### src/hw/rtl/psed_pkg.sv
// ---------------------------------------------------------------------------
// psed_pkg
// Shared types and constants of the phase-shift electrode driver.
// ---------------------------------------------------------------------------
`default_nettype none

package psed_pkg;

  // Input word field widths
  localparam int KIND_W  = 3;
  localparam int INDEX_W = 5;
  localparam int LEVEL_W = 10;

  // Command codes
  typedef enum logic [KIND_W-1:0] {
    KIND_TICK    = 3'd0,
    KIND_SET_ROW = 3'd1,
    KIND_SET_COL = 3'd2,
    KIND_ALL_OFF = 3'd3,
    KIND_READ    = 3'd4
  } kind_t;

  // Level scale: 1000 tenths of a percent is full transmission
  localparam int unsigned LEVEL_FULL = 1000;

  // Level to delta: round(steps * level / 2000).
  // Numerator steps*level + 1000 stays below 2^18 for steps up to 256.
  localparam int DELTA_NUM_W = 18;
  // Divide by 2000 = shift by 4, then exact reciprocal multiply for /125.
  localparam int DELTA_PRE_SHIFT = 4;
  localparam int DELTA_Y_W       = DELTA_NUM_W - DELTA_PRE_SHIFT;
  localparam int RECIP_W         = 15;
  localparam logic [RECIP_W-1:0] RECIP_125 = 15'd16778;  // ceil(2^21 / 125)
  localparam int RECIP_SHIFT     = 21;
  localparam int PROD_W          = DELTA_Y_W + RECIP_W;
  localparam int QUOT_W          = PROD_W - RECIP_SHIFT;

endpackage : psed_pkg

`default_nettype wire

### src/hw/rtl/psed_delta.sv
// ---------------------------------------------------------------------------
// psed_delta
// Converts a transmission level into a phase delta, saturating at half a period.
// ---------------------------------------------------------------------------
`default_nettype none

module psed_delta #(
  parameter int PWM_STEPS = 16,
  parameter int PW        = 4
) (
  input  wire logic [psed_pkg::LEVEL_W-1:0] level,
  output logic      [PW-1:0]                delta
);

  logic [psed_pkg::DELTA_NUM_W-1:0] num;
  logic [psed_pkg::DELTA_Y_W-1:0]   y;
  logic [psed_pkg::PROD_W-1:0]      prod;
  logic [psed_pkg::QUOT_W-1:0]      quot;

  // num / 2000 == (num >> 4) / 125, exact reciprocal for the 14-bit range
  assign num  = psed_pkg::DELTA_NUM_W'(PWM_STEPS) * psed_pkg::DELTA_NUM_W'(level)
              + psed_pkg::DELTA_NUM_W'(psed_pkg::LEVEL_FULL);
  assign y    = num[psed_pkg::DELTA_NUM_W-1:psed_pkg::DELTA_PRE_SHIFT];
  assign prod = psed_pkg::PROD_W'(y) * psed_pkg::PROD_W'(psed_pkg::RECIP_125);
  assign quot = prod[psed_pkg::PROD_W-1:psed_pkg::RECIP_SHIFT];

  always_comb begin
    if (32'(level) >= psed_pkg::LEVEL_FULL) begin
      delta = PW'(PWM_STEPS / 2);
    end else begin
      delta = PW'(quot);
    end
  end

endmodule : psed_delta

`default_nettype wire

### src/hw/rtl/psed_wave.sv
// ---------------------------------------------------------------------------
// psed_wave
// Square-wave comparators: one level per channel from tick and phase.
// ---------------------------------------------------------------------------
`default_nettype none

module psed_wave #(
  parameter int PWM_STEPS = 16,
  parameter int PW        = 4,
  parameter int CH        = 22
) (
  input  wire logic [PW-1:0]    tick,
  input  wire logic [CH*PW-1:0] phases,
  output logic      [CH-1:0]    levels
);

  for (genvar i = 0; i < CH; i++) begin : g_ch
    logic [PW-1:0] ph;
    logic [PW:0]   pos;

    assign ph = phases[i*PW +: PW];

    // (tick - phase) mod steps, phase and tick both below steps
    always_comb begin
      if (tick >= ph) begin
        pos = {1'b0, tick} - {1'b0, ph};
      end else begin
        pos = {1'b0, tick} + (PW+1)'(PWM_STEPS) - {1'b0, ph};
      end
    end

    assign levels[i] = (pos < (PW+1)'(PWM_STEPS / 2));
  end

endmodule : psed_wave

`default_nettype wire

### src/hw/rtl/phase_shift_electrode_driver_top.sv
// ---------------------------------------------------------------------------
// phase_shift_electrode_driver_top
// Phase-shifted 50% square-wave drive for column and row electrodes.
// ---------------------------------------------------------------------------
//
//  channel | handshake          | payload
//  --------+--------------------+-------------------------------------------
//  in      | in_valid/in_stall  | kind, index, level
//  out     | out_valid/out_stall| column_levels, row_levels, phase_value,
//          |                    | rejected
//
//  One word per cycle sustained while the result is not stalled. Words pass
//  through an input register, then the command logic (comparators,
//  level-to-delta multiply, phase table update) feeding the result register.
//  Synchronous active-high reset clears the phase table, tick and levels.
//  A stalled result holds; the input register keeps taking words as long
//  as the result register is empty or is being drained in the same cycle.
//
`default_nettype none

module phase_shift_electrode_driver_top #(
  parameter int PWM_STEPS = 16,
  parameter int COLUMNS   = 15,
  parameter int ROWS      = 7
) (
  input  wire logic                         clk,
  input  wire logic                         rst,

  input  wire logic                         in_valid,
  output logic                              in_stall,
  input  wire logic [psed_pkg::KIND_W-1:0]  kind,
  input  wire logic [psed_pkg::INDEX_W-1:0] index,
  input  wire logic [psed_pkg::LEVEL_W-1:0] level,

  output logic                              out_valid,
  input  wire logic                         out_stall,
  output logic      [COLUMNS-1:0]           column_levels,
  output logic      [ROWS-1:0]              row_levels,
  output logic      [$clog2(PWM_STEPS)-1:0] phase_value,
  output logic                              rejected
);

  localparam int PW  = $clog2(PWM_STEPS);
  localparam int CH  = COLUMNS + ROWS;
  localparam int CIW = (CH > 1) ? $clog2(CH) : 1;

  // Input register
  logic                         s1_valid;
  logic [psed_pkg::KIND_W-1:0]  s1_kind;
  logic [psed_pkg::INDEX_W-1:0] s1_index;
  logic [psed_pkg::LEVEL_W-1:0] s1_level;
  logic                         advance;

  // Block state
  logic [PW-1:0] phase_table      [CH];
  logic [PW-1:0] phase_table_next [CH];
  logic [PW-1:0] tick;
  logic [PW-1:0] tick_next;
  logic [CH-1:0] drive_levels;
  logic [CH-1:0] drive_levels_next;

  logic [PW-1:0] phase_value_next;
  logic          rejected_next;

  // Datapath helpers
  logic [CH*PW-1:0] phases_flat;
  logic [CH-1:0]    wave_levels;
  logic [PW-1:0]    delta;
  logic [PW-1:0]    ref_phase;
  logic [PW:0]      shift_sum;
  logic [PW-1:0]    shifted;
  logic [CIW-1:0]   rd_sel;
  logic             rd_ok;
  logic             row_ok;
  logic             col_ok;

  // Pipeline control: stage 1 moves on when the result slot frees up
  assign advance  = s1_valid && (!out_valid || !out_stall);
  assign in_stall = s1_valid && !advance;

  always_ff @(posedge clk) begin
    if (rst) begin
      s1_valid <= 1'b0;
    end else if (!in_stall) begin
      s1_valid <= in_valid;
    end
  end

  always_ff @(posedge clk) begin
    if (in_valid && !in_stall) begin
      s1_kind  <= kind;
      s1_index <= index;
      s1_level <= level;
    end
  end

  // Comparators run on the current tick and table
  for (genvar i = 0; i < CH; i++) begin : g_flat
    assign phases_flat[i*PW +: PW] = phase_table[i];
  end

  psed_wave #(
    .PWM_STEPS (PWM_STEPS),
    .PW        (PW),
    .CH        (CH)
  ) u_wave (
    .tick   (tick),
    .phases (phases_flat),
    .levels (wave_levels)
  );

  psed_delta #(
    .PWM_STEPS (PWM_STEPS),
    .PW        (PW)
  ) u_delta (
    .level (s1_level),
    .delta (delta)
  );

  // Reference: column 1 for a row shift, row 1 for a column shift
  assign ref_phase = (psed_pkg::kind_t'(s1_kind) == psed_pkg::KIND_SET_ROW)
                   ? phase_table[0] : phase_table[COLUMNS];
  assign shift_sum = {1'b0, ref_phase} + {1'b0, delta};
  assign shifted   = (shift_sum >= (PW+1)'(PWM_STEPS))
                   ? PW'(shift_sum - (PW+1)'(PWM_STEPS)) : PW'(shift_sum);

  assign row_ok = (s1_index != '0) && (32'(s1_index) <= ROWS);
  assign col_ok = (s1_index != '0) && (32'(s1_index) <= COLUMNS);
  assign rd_ok  = (32'(s1_index) < CH);
  assign rd_sel = CIW'(s1_index);

  always_comb begin
    phase_table_next  = phase_table;
    tick_next         = tick;
    drive_levels_next = drive_levels;
    phase_value_next  = '0;
    rejected_next     = 1'b0;

    unique case (psed_pkg::kind_t'(s1_kind))
      psed_pkg::KIND_TICK: begin
        drive_levels_next = wave_levels;
        tick_next = (tick == PW'(PWM_STEPS - 1)) ? '0 : tick + PW'(1);
      end
      psed_pkg::KIND_SET_ROW: begin
        if (row_ok) begin
          for (int i = 0; i < CH; i++) begin
            phase_table_next[i] = (i == COLUMNS + int'(s1_index) - 1) ? shifted : ref_phase;
          end
        end else begin
          rejected_next = 1'b1;
        end
      end
      psed_pkg::KIND_SET_COL: begin
        if (col_ok) begin
          for (int i = 0; i < CH; i++) begin
            phase_table_next[i] = (i == int'(s1_index) - 1) ? shifted : ref_phase;
          end
        end else begin
          rejected_next = 1'b1;
        end
      end
      psed_pkg::KIND_ALL_OFF: begin
        for (int i = 0; i < CH; i++) begin
          phase_table_next[i] = phase_table[0];
        end
      end
      psed_pkg::KIND_READ: begin
        if (rd_ok) begin
          phase_value_next = phase_table[rd_sel];
        end
      end
      default: begin
        // unused codes leave everything as is
      end
    endcase
  end

  // State commits as the word moves into the result register
  always_ff @(posedge clk) begin
    if (rst) begin
      for (int i = 0; i < CH; i++) begin
        phase_table[i] <= '0;
      end
      tick         <= '0;
      drive_levels <= '0;
    end else if (advance) begin
      phase_table  <= phase_table_next;
      tick         <= tick_next;
      drive_levels <= drive_levels_next;
    end
  end

  // Result register
  always_ff @(posedge clk) begin
    if (rst) begin
      out_valid <= 1'b0;
    end else if (advance) begin
      out_valid <= 1'b1;
    end else if (!out_stall) begin
      out_valid <= 1'b0;
    end
  end

  always_ff @(posedge clk) begin
    if (advance) begin
      column_levels <= drive_levels_next[COLUMNS-1:0];
      row_levels    <= drive_levels_next[CH-1:COLUMNS];
      phase_value   <= phase_value_next;
      rejected      <= rejected_next;
    end
  end

endmodule : phase_shift_electrode_driver_top

`default_nettype wire

### config.mk
export PLATFORM = sky130hd
export DESIGN_NAME = phase_shift_electrode_driver_top
export DESIGN_NICKNAME = d
export VERILOG_FILES = /design/src/hw/rtl/psed_pkg.sv /design/src/hw/rtl/psed_delta.sv /design/src/hw/rtl/psed_wave.sv /design/src/hw/rtl/phase_shift_electrode_driver_top.sv
export SDC_FILE = /design/constraint.sdc
export NUM_CORES = 1
export LEC_CHECK = 0
export BUFFER_PORTS_ARGS = -buffer_cell sky130_fd_sc_hd__buf_2
export CAP_MARGIN = 20
export CORE_ASPECT_RATIO = 0.75
export CORE_MARGIN = 1
export CORE_UTILIZATION = 30
export CTS_CLUSTER_DIAMETER = 40
export CTS_CLUSTER_SIZE = 24
export DETAILED_ROUTE_END_ITERATION = 10
export GPL_ROUTABILITY_DRIVEN = 0
export SLEW_MARGIN = 15
export SYNTH_ARGS = -nofsm -noshare
export SYNTH_HDL_FRONTEND = slang
export SYNTH_SLANG_ARGS = --single-unit
### constraint.sdc
create_clock -name clk -period 11.3 [get_ports clk]
set_clock_uncertainty 0.05 [all_clocks]
set_input_delay 1.13 -clock clk [delete_from_list [all_inputs] [get_ports clk]]
set_output_delay 1.13 -clock clk [all_outputs]
set_load 0.02 [all_outputs]
==> results of run 1 <==
==> area by class of cell <==
class / count / area, sq um
clock buffer: 21 / 471.7
clock inverter: 11 / 90.09
fill: 4064 / 26200
inverter: 144 / 540.5
multi-input combinational: 993 / 7575
sequential: 161 / 3674
tap: 520 / 650.6
timing repair buffer: 76 / 445.4
==> path summary, 6_finish.rpt <==
kind                   start  cells past startpoint         endpoint
min reg2reg  drive_levels[0]                      2  drive_levels[0]
max reg2reg      s1_level[4]                     29  phase_table[59]
min          drive_levels[0]                      2  drive_levels[0]
max              s1_level[4]                     29  phase_table[59]
==> layout by cell type, fill, tap and decap left out, types with 6 or more instances in the layout <==
cell	instances
nor2_1	187
nand4_1	6
a311oi_1	16
o22ai_1	16
o211ai_1	35
edfxtp_1	45
a21o_1	29
a22oi_1	34
dfxtp_1	116
inv_1	141
mux2i_1	37
xor2_1	7
fa_1	15
nand2_1	82
buf_4	26
o21ai_1	15
nor3_1	9
o21ai_0	22
mux4_2	20
a21oi_1	86
a211oi_1	77
nand3_1	22
buf_2	49
a22o_1	8
ha_1	161
xnor2_1	33
inv_6	7
clkbuf_16	18
==> cells by family after synthesis <==
family,share of synthesized area (%)
simple gates,12.27
fa+ha+maj,19.14
xor+xnor,3.031
compound gates,21.01
buf+inv,7.314
flops,30.37
mux,6.869
==> layer usage <==
metal,up-vias,GRT usage (%),part of all wire [%],routed length (um)
met5,-,0,0,0
met4,0,4.978,1.5,536
met3,40,3.994,8.6,3091
met2,475,25.51,41,14730
met1,4950,27.10,49,17640
li1,4943,-,-,-
==> stage by stage <==
step	setup slack, ns	utilization [%]
finish	3.504	33.91
global route	2.997	33.91
CTS	3.540	33.88
detailed placement	3.576	32.47
global placement	3.719	32.47
floorplan	4.567	-
==> power by group through the flow <==
| stage | sequential, uW | clock [uW] | combinational (uW) |
|---|---|---|---|
| floorplan | 651 | 0 | 309 |
| global placement | 657 | 0 | 416 |
| detailed placement | 658 | 0 | 426 |
| CTS | 645 | 585 | 431 |
| global route | 649 | 607 | 485 |
| finish | 646 | 576 | 434 |
==> critical path, delay by kind of cell (launching register included) <==
family | cells | cell delay, ns
AO/OA/AOI/OAI | 10 | 2.48
adder cells (fa/ha/maj) | 7 | 2.11
XOR/XNOR | 6 | 1.06
AND/OR/NAND/NOR | 4 | 0.97
buffers and inverters | 2 | 0.53
flip-flops | 1 | 0.47
==> sequential cells by signal, indices dropped and copies added (netlist names), 3 cells and up <==
register and cells:
column_levels 15, row_levels 7, rd_sel 5, phase_table 88
phase_value 4, s1_level 10, drive_levels 22, tick 4
s1_kind 3
==> impl_metrics.yaml, run 1 <==
timing:
  hold_ws_ns: 0.4435
  setup_viol: 0
  rsz0062_at_grt: "false"
  min_period_ns: 7.796
  finalHoldViolations: 0
  slew_headroom_pct: 24.10
  fmax_ghz: 0.1283
  worst_pin_slew_ns: 1.136
  slew_viol_final: 0
  setup_tns_ns: 0
  final.period_utilization_pct: 68.99
pwr:
  powerDensity_nw_per_um2: 123.2
  comb_power_share_pct: 26.2
  finalPower_uw: 1656
  power_frac_clock_pct: 34.8
  netSwitchingFraction_pct: 34.32
  seqPwrFrac_pct: 39.0
  power.switching_uw: 568.4
  vdd_drop_max_v: 0.00007759
  power_leakage_uw: 0.005192
  p_int_uw: 1088
setup_path:
  crit_required_ns: 11.61
  critical_path_class: "register to register"
  cp_max_fo: 34
  end_kind: "register"
  rrSetupSlack_ns: 3.50
  cpMostUsedCell: "ha_1"
  crit_arrival_ns: 8.11
  slowest_delay_ns: 0.56
  crit_slowest_cell: "a211oi_1"
  worst_setup_path_start_kind: "register"
detailed_routing:
  wirelength_um: 36000
  final_antenna_net_count: 0
  drcViolationCount: 0
  firstDrtPassIters: 8
  via_per_inst: 5.404
  wl_per_cell_um: 18.69
  num_vias: 10408
  drtIter0Drc: 934
clocking:
  cts_tree: "done"
  cts_resized: 0
  cts-htree-levels: 4
  post_cts_buffers: 0
  clk-insertion-delay-late_ns: 0.45
  cts_sinks: 161
  cts.clk_slew.worst_paths_ns: 0.07
  numCtsBuffers: 17
  clock_path_buffers: 2
  hold_buffers: 0
  clockRootBuffer: "clkbuf_16"
place:
  dp_hpwl_um: 25000
  dpl.cell_count: 1892
  numPortBuffers: 50
  post_dp_cell_area_sq_um: 12870
die:
  design.portCount: 51
  core-area_sq_um: 39650
  dieArea_sq_um: 41130
  rows: 63
  die_w_um: 233.9
  dieHeight_um: 175.9
  initial_core_util_pct: 30.51
global_routing:
  gr-total-overflow: 0
  antenna_found_initial: 0
  grt_pass1_vias: 9839
  grt_usage_pct: 18.07
  grt_max_degree: 91
  grt_pass1_wl_um: 56860
synth:
  synth.distinct_cells: 63
  synth_seq_cells: 161
  async_flop_share_pct: 0
  netlist_area_sq_um: 12100
  ys.flop_type: "dfxtp_1"
  synth_most_common_cell: "nor2_1"
  synthCells: 1383
  synth_edf_count: 45
  synth_top_area_share_pct: 19.20
  synth_area_leaders: "dfxtp_1 (19%), ha_1 (17%), edfxtp_1 (11%), nor2_1 (5.9%), a211oi_1 (4.8%)"
  postSynthAreaPerCell_sq_um: 8.746
  yosysSeqAreaShare_pct: 30.37
  yosys.area.top_type: "dfxtp_1"
  synth_nets: 1581
  synthTopCellsByCount: "nor2_1 (190), ha_1 (161), inv_1 (141), dfxtp_1 (116), a21oi_1 (86)"
  yosys_warnings: 0
job:
  drv_cap: 0
outcome:
  status: "finished, final reports clean"
cells_and_area:
  final_cells: 1926
  area_growth_syn_to_layout_pct: 11.17
  nets: 1591
  diodes: 0
  finalInstanceArea_sq_um: 13450
  drive_gt1_share_pct: 10.46
worst_hold_path:
  worstHoldPathType: "register to register"
Power figures use the tool's default switching activity.
==> inputs of run 2 (changes only) <==
Clock period 11.3 ns to 7.1 ns, I/O delays scaled along.
==> run 2 against run 1 <==
  * The run now ends with DRC left
  * Count of clock-buffer cells in the layout decreased by 4
  * Final cell count increased by 0.99%
  * Sequential power increased by 59%
  * Power increased by 71%
  * Sequential share of layout area decreased by 0.65 points
  * Hold slack got worse by 0.058 ns
  * Clock power increased by 86%
  * Critical path depth unchanged
  * Via count increased by 0.19%
  * Non-clock buffer count increased by 18
  * Sequential cell count unchanged
  * Fmax increased by 15%
==> impl_metrics.yaml, run 2 (synthesized netlist as in run 1, its figures left out) <==
global_routing:
  grt_usage_pct: 17.71
  grt_max_degree: 62
  antenna_found_initial: 1
  gr-total-overflow: 0
  grt_pass1_wl_um: 56240
  grt_pass1_vias: 10023
timing:
  final.period_utilization_pct: 95.22
  slew_headroom_pct: 18.11
  fmax_ghz: 0.1479
  hold_ws_ns: 0.3853
  min_period_ns: 6.761
  worst_pin_slew_ns: 1.220
  setup_tns_ns: 0
  rsz0062_at_grt: "true"
  finalHoldViolations: 0
  slew_viol_final: 0
  setup_viol: 0
die:
  dieHeight_um: 175.9
  core-area_sq_um: 39650
  rows: 63
  initial_core_util_pct: 30.51
  design.portCount: 51
  dieArea_sq_um: 41130
  die_w_um: 233.9
clocking:
  cts-htree-levels: 4
  clockRootBuffer: "clkbuf_16"
  cts_tree: "done"
  clock_path_buffers: 2
  hold_buffers: 0
  cts_sinks: 161
  cts.clk_slew.worst_paths_ns: 0.07
  clk-insertion-delay-late_ns: 0.45
  numCtsBuffers: 17
setup_path:
  cp_max_fo: 14
  worst_setup_path_start_kind: "register"
  crit_required_ns: 7.41
  slowest_delay_ns: 0.49
  cpMostUsedCell: "ha_1"
  critical_path_class: "register to register"
  crit_arrival_ns: 7.07
  crit_slowest_cell: "fa_1"
  end_kind: "register"
cells_and_area:
  finish.utilization_pct: 34.74
  area_growth_syn_to_layout_pct: 13.89
  top_regs: "phase_table x88, drive_levels x22, column_levels x15"
  nets: 1609
  largest_reg_flops: 88
  mostFrequentLayoutCell: "nor2_1"
  regMostFlops: "phase_table"
  layout_common_cells: "nor2_1 (186), ha_1 (161), inv_1 (139), dfxtp_1 (116), a21oi_1 (86)"
  drive_gt1_share_pct: 12.36
  final_cells: 1945
  finalInstanceArea_sq_um: 13780
  fillerInstances: 4065
worst_hold_path:
  worstHoldPathType: "primary input to register"
detailed_routing:
  drtIter0Drc: 961
  num_vias: 10428
  via_per_inst: 5.361
  wirelength_um: 36150
  drcViolationCount: 2
  firstDrtPassIters: 11
  wl_per_cell_um: 18.59
  final_antenna_net_count: 0
place:
  dp_hpwl_um: 25310
  numPortBuffers: 50
  dpl.cell_count: 1905
  post_dp_cell_area_sq_um: 12990
job:
  drv_cap: 0
pwr:
  powerDensity_nw_per_um2: 206.2
  vdd_drop_max_v: 0.0001845
  power_leakage_uw: 0.005355
outcome:
  failed_checks: "DRC"
  status: "finished with violations"
-- run 2: changes by cell type in the layout (fill, tap and decap cells not counted), moves of 2 or more --
cell       before  now
a21boi_1        2    0
clkbuf_1        2    0
bufinv_16       0    5
inv_1         141  139
buf_4          26   42
inv_6           7    3
clkinv_4        0    2
inv_8           0    2
a21boi_2        0    3
inv_2           2    4
-- run 2: critical path, delay by kind of cell, from the launching register on --
| family | cells | cell delay, ns |
|---|---|---|
| adders and majority gates | 7 | 2.06 |
| and+or+nand+nor | 4 | 0.77 |
| AOI/OAI and AO/OA | 10 | 1.94 |
| xor gates and xnor gates | 6 | 1.13 |
| buffers and inverters | 2 | 0.29 |
| DFF | 1 | 0.42 |
-- run 2: path summary, 6_finish.rpt --
| path | start | endpoint | slack, ns | cells past startpoint |
|---|---|---|---|---|
| worst max-delay path | s1_level[4] | phase_table[59] | 0.34 | 29 |
| worst min-delay path | index[3] | rd_sel[3] | 0.39 | 1 |
| worst max register to register | s1_level[4] | phase_table[59] | 0.34 | 29 |
| worst min register to register | drive_levels[8] | drive_levels[8] | 0.45 | 2 |
-- run 2: layout make-up --
cell class,instances,area (sq um),area share [%]
clock inverter,15,247.7,1.798
tap,520,650.6,4.723
clock buffer,17,425.4,3.088
inverter,144,540.5,3.924
multi-input combinational,993,7619,55.30
sequential,161,3674,26.67
antenna,1,2.502,0.01817
timing repair buffer,94,616.8,4.478
-- run 2: repair_timing --
item                                    4_1_cts  5_1_grt
gates resized for setup                       0       12
endpoints found under the setup margin        0       49
buffers inserted                              0        6
-- run 2: per-layer routing --
layer	part of all wire, %	GRT usage [%]
met1	47	25.41
met2	41	25.70
met3	9.7	4.302
met4	2.3	5.763
met5	0	0
-- run 2: per-stage QoR --
step / setup slack (ns) / power, uW
5_1_grt: -0.1122 / 2979
4_1_cts: 0.02472 / 2829
3_3_place_gp: 0.2437 / 1732
2_1_floorplan: 0.3671 / 1528
6_report: 0.3394 / 2840
3_5_place_dp: 0.06932 / 1753
-- run 2: power by group --
group / internal, uW / switching, uW
clock network: 636 / 433
logic: 296 / 446
registers: 986 / 42.6
total: 1920 / 922
